`src/rtl/skt_pkg.sv`:
```
// Shared types and codes for the sorted key table.
package skt_pkg;

	localparam int KEY_W     = 32;
	localparam int PAYLOAD_W = 64;
	localparam int ENTRY_W   = KEY_W + PAYLOAD_W;
	localparam int STATUS_W  = 2;
	localparam int OUT_USER_W = STATUS_W + 1;

	localparam logic ACTION_INSERT = 1'b0;
	localparam logic ACTION_SCAN   = 1'b1;

	localparam logic [STATUS_W-1:0] ST_SUCCESS   = 2'd0;
	localparam logic [STATUS_W-1:0] ST_DUPLICATE = 2'd1;
	localparam logic [STATUS_W-1:0] ST_FULL      = 2'd2;
	localparam logic [STATUS_W-1:0] ST_UNUSED    = 2'd3;

	typedef struct packed {
		logic [PAYLOAD_W-1:0] payload;
		logic [KEY_W-1:0]     key;
	} entry_t;

	typedef struct packed {
		logic                row_valid;
		logic [STATUS_W-1:0] status;
	} out_user_t;

endpackage

```
`src/rtl/sorted_key_table.sv`:
```
// Sorted key table: RAM-backed sorted array with binary search insert and ordered scan.
//
// Input channel s_*: one word per command. s_tuser is the action (insert or scan),
// s_tdata carries key and payload. Output channel m_*: result words; m_tuser holds
// status and row_valid, m_tdata holds the scanned key and payload, m_tlast marks the
// final result word of a command.
// An insert gives one status word. It accepts the command, runs binary search probes
// (at most log2(entries)+1), each a RAM read and then a compare, closes the search,
// shifts each larger entry up with a read and a write, writes the new entry and hands
// the word to the output register. A full table answers with a full status word and
// no search. A scan gives one word per stored entry, each read through the single RAM
// read port before it is sent; the next entry is read once the output register takes
// the word. An empty table gives one word with row_valid low.
// Commands are handled one at a time; s_tready is high only between commands and
// may rise while the last result word still waits in the output register.
// When the receiver stalls, the output register holds its word and the sequencer
// waits before producing the next one.
// Reset empties the table at once (entry count to zero); the RAM needs no clearing.
module sorted_key_table
	import skt_pkg::*;
#(
	parameter int CAPACITY = 16
) (
	input  logic               clk,
	input  logic               arst_n,
	input  logic               s_tvalid,
	output logic               s_tready,
	input  logic [ENTRY_W-1:0] s_tdata,   // key[31:0], payload[95:32]
	input  logic               s_tuser,   // action
	output logic               m_tvalid,
	input  logic               m_tready,
	output logic [ENTRY_W-1:0] m_tdata,   // out_key[31:0], out_payload[95:32]
	output logic [OUT_USER_W-1:0] m_tuser, // status[1:0], row_valid[2]
	output logic               m_tlast
);

	localparam int AW = (CAPACITY > 1) ? $clog2(CAPACITY) : 1;
	localparam int CW = $clog2(CAPACITY + 1);
	localparam logic [CW-1:0] CAP_C = CW'(CAPACITY);

	localparam logic [2:0] S_IDLE     = 3'd0;
	localparam logic [2:0] S_SEARCH   = 3'd1;
	localparam logic [2:0] S_SWAIT    = 3'd2;
	localparam logic [2:0] S_SHIFT_RD = 3'd3;
	localparam logic [2:0] S_SHIFT_WR = 3'd4;
	localparam logic [2:0] S_EMIT     = 3'd5;
	localparam logic [2:0] S_SCAN_RD  = 3'd6;
	localparam logic [2:0] S_SCAN_OUT = 3'd7;

	logic [2:0]          state_q;
	logic [CW-1:0]       count_q;
	logic [CW-1:0]       lo_q;
	logic [CW-1:0]       hi_q;
	logic [CW-1:0]       i_q;
	logic [AW-1:0]       mid_q;
	logic [STATUS_W-1:0] status_q;
	logic [KEY_W-1:0]    key_q;
	logic [PAYLOAD_W-1:0] payload_q;

	logic                m_tvalid_q;
	logic [ENTRY_W-1:0]  m_tdata_q;
	out_user_t           m_tuser_q;
	logic                m_tlast_q;

	logic                rd_en;
	logic [AW-1:0]       rd_addr;
	logic                wr_en;
	logic [AW-1:0]       wr_addr;
	entry_t              wr_data;
	entry_t              rd_data;

	logic                out_free;
	logic                out_load;
	logic [CW:0]         mid_sum;
	logic [CW-1:0]       mid_w;
	logic                scan_last;
	logic                accept;

	assign out_free  = !m_tvalid_q || m_tready;
	assign out_load  = out_free && (state_q == S_EMIT || state_q == S_SCAN_OUT);
	assign mid_sum   = {1'b0, lo_q} + {1'b0, hi_q};
	assign mid_w     = mid_sum[CW:1];
	assign scan_last = ((i_q + CW'(1)) == count_q);
	assign s_tready  = (state_q == S_IDLE);
	assign accept    = s_tvalid && s_tready;

	skt_ram #(
		.WIDTH(ENTRY_W),
		.DEPTH(CAPACITY)
	) u_ram (
		.clk(clk),
		.wr_en(wr_en),
		.wr_addr(wr_addr),
		.wr_data(wr_data),
		.rd_en(rd_en),
		.rd_addr(rd_addr),
		.rd_data(rd_data)
	);

	always_comb begin
		rd_en   = 1'b0;
		rd_addr = mid_w[AW-1:0];
		wr_en   = 1'b0;
		wr_addr = i_q[AW-1:0];
		wr_data = rd_data;
		unique case (state_q)
			S_SEARCH: begin
				rd_en   = (lo_q != hi_q);
				rd_addr = mid_w[AW-1:0];
			end
			S_SHIFT_RD: begin
				if (i_q == lo_q) begin
					wr_en   = 1'b1;
					wr_addr = lo_q[AW-1:0];
					wr_data = '{payload: payload_q, key: key_q};
				end else begin
					rd_en   = 1'b1;
					rd_addr = AW'(i_q - CW'(1));
				end
			end
			S_SHIFT_WR: begin
				wr_en   = 1'b1;
				wr_addr = i_q[AW-1:0];
				wr_data = rd_data;
			end
			S_SCAN_RD: begin
				rd_en   = 1'b1;
				rd_addr = i_q[AW-1:0];
			end
			default: begin
			end
		endcase
	end

	always_ff @(posedge clk or negedge arst_n) begin
		if (!arst_n) begin
			state_q    <= S_IDLE;
			count_q    <= '0;
			m_tvalid_q <= 1'b0;
		end else begin
			m_tvalid_q <= out_load || (m_tvalid_q && !m_tready);
			unique case (state_q)
				S_IDLE: begin
					if (accept) begin
						if (s_tuser == ACTION_SCAN) begin
							state_q <= (count_q == '0) ? S_EMIT : S_SCAN_RD;
						end else if (count_q == CAP_C) begin
							state_q <= S_EMIT;
						end else begin
							state_q <= S_SEARCH;
						end
					end
				end
				S_SEARCH: begin
					state_q <= (lo_q == hi_q) ? S_SHIFT_RD : S_SWAIT;
				end
				S_SWAIT: begin
					state_q <= (key_q == rd_data.key) ? S_EMIT : S_SEARCH;
				end
				S_SHIFT_RD: begin
					if (i_q == lo_q) begin
						count_q <= count_q + CW'(1);
						state_q <= S_EMIT;
					end else begin
						state_q <= S_SHIFT_WR;
					end
				end
				S_SHIFT_WR: begin
					state_q <= S_SHIFT_RD;
				end
				S_EMIT: begin
					if (out_free) begin
						state_q <= S_IDLE;
					end
				end
				S_SCAN_RD: begin
					state_q <= S_SCAN_OUT;
				end
				S_SCAN_OUT: begin
					if (out_free) begin
						state_q <= scan_last ? S_IDLE : S_SCAN_RD;
					end
				end
				default: begin
					state_q <= S_IDLE;
				end
			endcase
		end
	end

	always_ff @(posedge clk) begin
		unique case (state_q)
			S_IDLE: begin
				key_q     <= s_tdata[KEY_W-1:0];
				payload_q <= s_tdata[ENTRY_W-1:KEY_W];
				lo_q      <= '0;
				hi_q      <= count_q;
				i_q       <= '0;
				status_q  <= (s_tuser == ACTION_INSERT && count_q == CAP_C) ? ST_FULL
					: ST_SUCCESS;
			end
			S_SEARCH: begin
				mid_q <= mid_w[AW-1:0];
				i_q   <= count_q;
			end
			S_SWAIT: begin
				if (key_q == rd_data.key) begin
					status_q <= ST_DUPLICATE;
				end else if (key_q < rd_data.key) begin
					hi_q <= CW'(mid_q);
				end else begin
					lo_q <= CW'(mid_q) + CW'(1);
				end
			end
			S_SHIFT_WR: begin
				i_q <= i_q - CW'(1);
			end
			S_EMIT: begin
				if (out_free) begin
					m_tdata_q <= '0;
					m_tuser_q <= '{row_valid: 1'b0, status: status_q};
					m_tlast_q <= 1'b1;
				end
			end
			S_SCAN_OUT: begin
				if (out_free) begin
					m_tdata_q <= rd_data;
					m_tuser_q <= '{row_valid: 1'b1, status: ST_SUCCESS};
					m_tlast_q <= scan_last;
					i_q       <= i_q + CW'(1);
				end
			end
			default: begin
			end
		endcase
	end

	assign m_tvalid = m_tvalid_q;
	assign m_tdata  = m_tdata_q;
	assign m_tuser  = m_tuser_q;
	assign m_tlast  = m_tlast_q;

endmodule

```
`src/rtl/skt_ram.sv`:
```
// Generic simple dual-port RAM with registered read.
module skt_ram #(
	parameter int WIDTH = 96,
	parameter int DEPTH = 16,
	localparam int AW = (DEPTH > 1) ? $clog2(DEPTH) : 1
) (
	input  logic             clk,
	input  logic             wr_en,
	input  logic [AW-1:0]    wr_addr,
	input  logic [WIDTH-1:0] wr_data,
	input  logic             rd_en,
	input  logic [AW-1:0]    rd_addr,
	output logic [WIDTH-1:0] rd_data
);

	logic [WIDTH-1:0] mem_q [DEPTH];
	logic [WIDTH-1:0] rd_data_q;

	always_ff @(posedge clk) begin
		if (wr_en) begin
			mem_q[wr_addr] <= wr_data;
		end
		if (rd_en) begin
			rd_data_q <= mem_q[rd_addr];
		end
	end

	assign rd_data = rd_data_q;

endmodule

```
`config.mk`:
```
export PLATFORM = sky130hd
export DESIGN_NAME = sorted_key_table
export DESIGN_NICKNAME = d
export VERILOG_FILES = /design/src/rtl/skt_pkg.sv /design/src/rtl/sorted_key_table.sv /design/src/rtl/skt_ram.sv
export SDC_FILE = /design/constraint.sdc
export NUM_CORES = 2
export LEC_CHECK = 0
export ABC_AREA = 1
export ABC_CLOCK_PERIOD_IN_PS = 6900
export BUFFER_PORTS_ARGS = -buffer_cell sky130_fd_sc_hd__buf_2
export CORE_MARGIN = 5
export CORE_UTILIZATION = 58
export CTS_CLUSTER_DIAMETER = 50
export DETAILED_ROUTE_END_ITERATION = 16
export PLACE_DENSITY = 0.73
export SYNTH_ARGS = -nofsm -noshare
export SYNTH_HDL_FRONTEND = slang
export SYNTH_SLANG_ARGS = --single-unit
```
`constraint.sdc`:
```
create_clock -name clk -period 6.9 [get_ports clk]
set_clock_uncertainty 0.05 [all_clocks]
set_input_delay 1.035 -clock clk [delete_from_list [all_inputs] [get_ports clk]]
set_output_delay 1.035 -clock clk [all_outputs]
set_load 0.02 [all_outputs]
```
Word level (Yosys, flattened, before mapping)
Memory sizes are Yosys's and may differ from the RTL's. A register that Yosys moved wholly into a read port is not among the register bits.
Cells that the tools add are included.

word-level totals
  register bits = 226
  bits in writable memories = 1536
  bits of input ports = 101
  output and inout port bits = 102
  logic and storage cells = 106
  memories kept = 1

cells by class
  add/subtract/negate cells = 5
  order comparisons = 1
  equality and inequality tests = 20
  mux-type cells = 43
  bitwise logic cells = 1
  reduce and logical (&&, ||, !) cells = 21

memories
  memory       depth  width  read ports  clocked after memory_dff  wr ports  RTL line       source
  u_ram.mem_q  16     96     1           1                         1         skt_ram.sv:16  logic [WIDTH-1:0] mem_q [DEPTH];

operator list
  kind                   number
  $mux W96               4
  $pmux W96 S2           1
  $eq A32 B32 Y1         1
  $lt A32 B32 Y1         1
  $mux W3                9
  $mux W5                5
  $pmux W3 S8            1
  $pmux W5 S2            2
  $pmux W5 S4            1
  $eq A5 B5 Y1           3
  $eq A3 B3 Y1 const B   4
  $mux W4                3
  $ne A2 B2 Y1 const B   6
  $reduce_and A3 Y1      4
  $add A5 B1 Y5 const B  2
  $mux W1                8
  $pmux W4 S2            1
  $eq A3 B2 Y1 const B   2
  $mux W2                3
  $pmux W3 S2            1
  $reduce_and A2 Y1      3
  $add A4 B1 Y5 const B  1
  $add A5 B5 Y5          1
  $eq A5 B5 Y1 const B   1
  15 further kinds       23

Logic depth before layout (Yosys ltp)
  depth in word-level cells = 5
  mapped depth = 19
  depth with buffers taken out = 15

Modules after synthesis
From an unflattened synthesis, not the netlist that was laid out.

second synthesis, totals
  cell total of the unflattened synthesis = 7272
  area, all modules = 78982.0 um^2

modules (own cells, without submodules)
  module            times used  cells each  area an instance (um^2)  seq. area each (um^2)
  skt_ram           1           6302        68604.5                  49007.0
  sorted_key_table  1           970         10377.5                  6741.5

Worst setup path before layout
OpenSTA, ideal clock, no wires.

  path type = register -> register
  from = register state_q[0]
  to = register state_q[1]
  arrival = 5980 ps
  slack = 742 ps
  stages on the path, launching flop included = 11
  period minus slack after synthesis = 6158 ps
  cells stage by stage = dfrtp_1 nor2_1 inv_1 nor2_1 inv_1 o21ai_0 inv_1 nand2_1 inv_1 nand2_1 o21ai_0

on the way
  word-level cells in the longest chain between the ends = 4

ends and longest elaborated chain
  element                             RTL line                 source
  start: declaration                  sorted_key_table.sv:50   logic [2:0] state_q;
  start signal: assignment            sorted_key_table.sv:146  state_q <= (count_q == '0) ? S_EMIT : S_SCAN_RD;
  start signal: assignment            sorted_key_table.sv:155  state_q <= (lo_q == hi_q) ? S_SHIFT_RD : S_SWAIT;
  start signal: assignment            sorted_key_table.sv:158  state_q <= (key_q == rd_data.key) ? S_EMIT : S_SEARCH;
  $logic_not A3 Y1 (*)                sorted_key_table.sv:84   assign s_tready = (state_q == S_IDLE);
  net s_tready                        sorted_key_table.sv:27   output logic s_tready,
  $logic_and A1 B1 Y1                 sorted_key_table.sv:85   assign accept = s_tvalid && s_tready;
  $ne A2 B1 Y1 (no source line)       n/a
  $reduce_and A3 Y1 (no source line)  n/a

Mark *: on every way through the listed nets, which the timed path passes. The rest lies on a longest branch.
A chain may end at the register's enable or synchronous reset.

Final worst setup path
  from = register i_q[0]
  to = register u_ram.rd_data_q[19] (netlist: u_ram.rd_data[19]), read port of u_ram.mem_q, data pin

on the way
  word-level cells in the longest chain between the ends = 3

ends and longest elaborated chain
  element                                               RTL line                 source
  start: declaration                                    sorted_key_table.sv:54   logic [CW-1:0] i_q;
  start signal: assignment                              sorted_key_table.sv:204  i_q <= count_q;
  start signal: assignment                              sorted_key_table.sv:216  i_q <= i_q - CW'(1);
  start signal: assignment                              sorted_key_table.sv:230  i_q <= i_q + CW'(1);
  $sub A5 B1 Y5 / $eq A5 B5 Y1 (equally long branches)  n/a
  $mux W4 / $mux W1 (equally long branches)             sorted_key_table.sv:112  if (i_q == lo_q) begin
  $pmux W4 S2 / $pmux W1 S3 (equally long branches)     sorted_key_table.sv:106  unique case (state_q)
  end: declaration                                      skt_ram.sv:17            logic [WIDTH-1:0] rd_data_q;

Parallel ways exist; a longest one is shown, timed or not.

==> results.yml <==
global_routing:
  grt_pass1_wl_um: 305000
  antenna_found_initial: 4
  grt_pass1_vias: 52300
  grt_usage_pct: 27.8
  grt_start_max_net_pins: 194
  gr-total-overflow: 0
sta:
  hold_viol_final: 0
  worstMarginPinSlew_ns: 1.32
  slew_violations: 0
  finalSetupViolCount: 0
  max_freq_mhz: 225
  rsz0062_at_grt: "no"
  max-slew-margin-rel_pct: 11.7
  fin_crit_sh_pct: 64.5
  fin_crit_ns: 4.45
  fin_tns_setup_ns: 0
detailed_routing:
  wl_um: 201000
  wl_per_cell_um: 21.9
  dr.pass1.iters: 6
  drc: 0
  postRouteAntennaNets: 0
  via_per_inst: 5.86
  dr.first_iter.drc_count: 7080
  dr_total_vias: 53800
status:
  outcome: "finished clean"
yosys:
  syn_inst: 7133
  synth_top_area_share_pct: 70.4
  syn_area_per_cell_sq_um: 11.1
  yosysUniqueCellTypes: 33
  synthTopCellsByArea: "edfxtp_1, nand3_1, nand2_1"
  synth-seq-cells: 1858
  synth_top_area_cell: "edfxtp_1"
  ys_warn_count: 0
  ys_seq_area_share_pct: 70.7
  syn-num-nets: 7276
  syn-cell-area_sq_mm: 0.0789
critical_path:
  critPathCaptureType: "flip-flop"
  timing.rr.end: "u_ram.rd_data[19]"
  r2r_start: "i_q[0]"
  worst-setup-path-type: "reg -> reg"
  crit_fanout: 141
  arrival_ns: 4.95
  reg2regPathDepth: 15
  critPathLaunchType: "flip-flop"
  r2r_setup_slack_ns: 2.45
  critical_path_required_ns: 7.40
cts:
  cts_buffer_depth: 3
  cts_tree: "yes"
  cts_setup_buffers: 0
  cts.sinks: 1858
  cts_max_level: 4
  cts_buffers: 187
  cts_root_buf: "clkbuf_16"
  clk_pin_slew_worst_paths_ns: 0.06
  clkLatencyLatePin_ns: 0.81
placed_design:
  gp_congestion: 0.872
  port_buffers: 202
  dp_hpwl_um: 95200
layout:
  final_cell_mix: "edfxtp_1, nand2_1, nand3_1"
  final_common_cell: "edfxtp_1"
  layout-drive-gt1-share_pct: 8.88
  diodes: 0
  synthToLayoutAreaGrowth_pct: 11.3
  final_net_count: 7394
min_path:
  whs_path_depth: 1
  min_path_type: "in -> reg"
  hold_end: "key_q[20]"
  min_from: "s_tdata[20]"
floorplan:
  initial_core_util_pct: 58.3
  fp.dieW_um: 379
  fp.coreArea_sq_mm: 0.135
  io_pins: 203
  die-area_sq_mm: 0.143
  die_h_um: 379
  std_cell_rows: 135
job:
  maxCapViolCount: 0
[cell type report]
type | instances | area (sq um)
clock inverter | 102 | 946
fill | 9781 | 47500
clock buffer | 236 | 4990
sequential | 1858 | 55700
inverter | 913 | 3440
multi-input combinational | 3926 | 17900
timing repair buffer | 365 | 2550
tap | 1781 | 2230
[critical path, stage by stage, from the launching register on]
cell	delay (ns)
edfxtp_1	0.53
inv_2	0.21
nand2_1	0.07
nand2_1	0.07
nor2_1	0.06
nand3_2	0.13
nand2_4	0.11
nand2_1	0.20
nand2_8	0.41
nand2_8	0.78
buf_12	0.57
nand2_1	0.16
nand3_1	0.13
nand3_1	0.09
nand3_1	0.15
nand2_1	0.10
[flip-flops by register name, indices dropped and copies added (netlist names), 2 cells and up]
signal and cells:
m_tdata 96, count_q 5, mid_q 4, u_ram.mem_q 1536, payload_q 64, key_q 32
status_q 2, u_ram.rd_data 96, m_tuser 3, i_q 5, hi_q 5, lo_q 5
state_q 3
[synth_stat cells]
cell type and number:
nand2_1 1801, nor2_4 1, xor2_1 12, nor2_1 141, buf_2 255, nand2_4 1, nor2b_1 1, a211oi_1 1
clkbuf_1 110, edfxtp_1 1849, fa_1 1, nor3_1 7, inv_1 907, nand3b_1 2, a21oi_1 26, buf_1 56
inv_2 5, nand2_2 2, nand3_1 1743, clkinv_1 1, ha_1 41, a22oi_1 1, o221ai_1 3, nor3_2 1
o21ai_1 1, buf_6 2, xnor2_1 3, o21bai_1 2, nand4_1 6, nand3_2 3, dfrtp_1 9, o21ai_0 126
buf_4 13
[cell families (layout without fill, tap and decap cells)]
family          count (synthesis)  count (layout)  synth area share [%]
simple gates                 3709            3709                  20.5
flops                        1858            1858                  70.7
buf+inv                      1349            1616                  6.91
compound gates                160             160                  1.04
fa+ha+maj                      42              42                 0.676
xor+xnor                       15              15                 0.167
[metal layers]
metal | GRT usage [%] | vias to the layer above | routed length [um]
li1 | - | 24400 | -
met1 | 38.3 | 25900 | 77900
met2 | 44.9 | 3080 | 95500
met3 | 4.24 | 491 | 20100
met4 | 11.5 | 0 | 7630
met5 | 0 | - | 0
[how the worst max path moves through the flow]
stage	start	end	slack, ns	cells after the start
final	i_q[0]	u_ram.rd_data[19]	2.45	15
after global routing	i_q[0]	u_ram.rd_data[70]	2.30	15
after CTS	i_q[0]	u_ram.rd_data[70]	2.61	15
after detailed placement	i_q[0]	u_ram.rd_data[19]	2.73	15
after global placement	i_q[0]	u_ram.rd_data[63]	2.90	15
after floorplan	state_q[0]	state_q[1]	0.74	10
[metrics by stage]
step           setup slack (ns)  util (%)  std cells  cell area, sq um  hold WS (ns)
2_1_floorplan             0.742         -       7133             78900         0.428
3_3_place_gp               2.90      60.5       8842             81800         0.438
3_5_place_dp               2.73      60.5       8842             81800         0.443
4_1_cts                    2.61      64.9       9181             87800         0.292
5_1_grt                    2.30      64.9       9181             87800         0.320
6_report                   2.45      64.9       9181             87800         0.350
[what timing repair did]
action | 4_1_cts | 5_1_grt
endpoints found under the setup margin | 0 | 0
resized for setup | 0 | 0
hold buffers | 1 | 0
hold endpoints to repair | 9 | 0
Power is not shown: default switching activity piles up to over one toggle a cycle in this logic, so the estimate is an artifact.
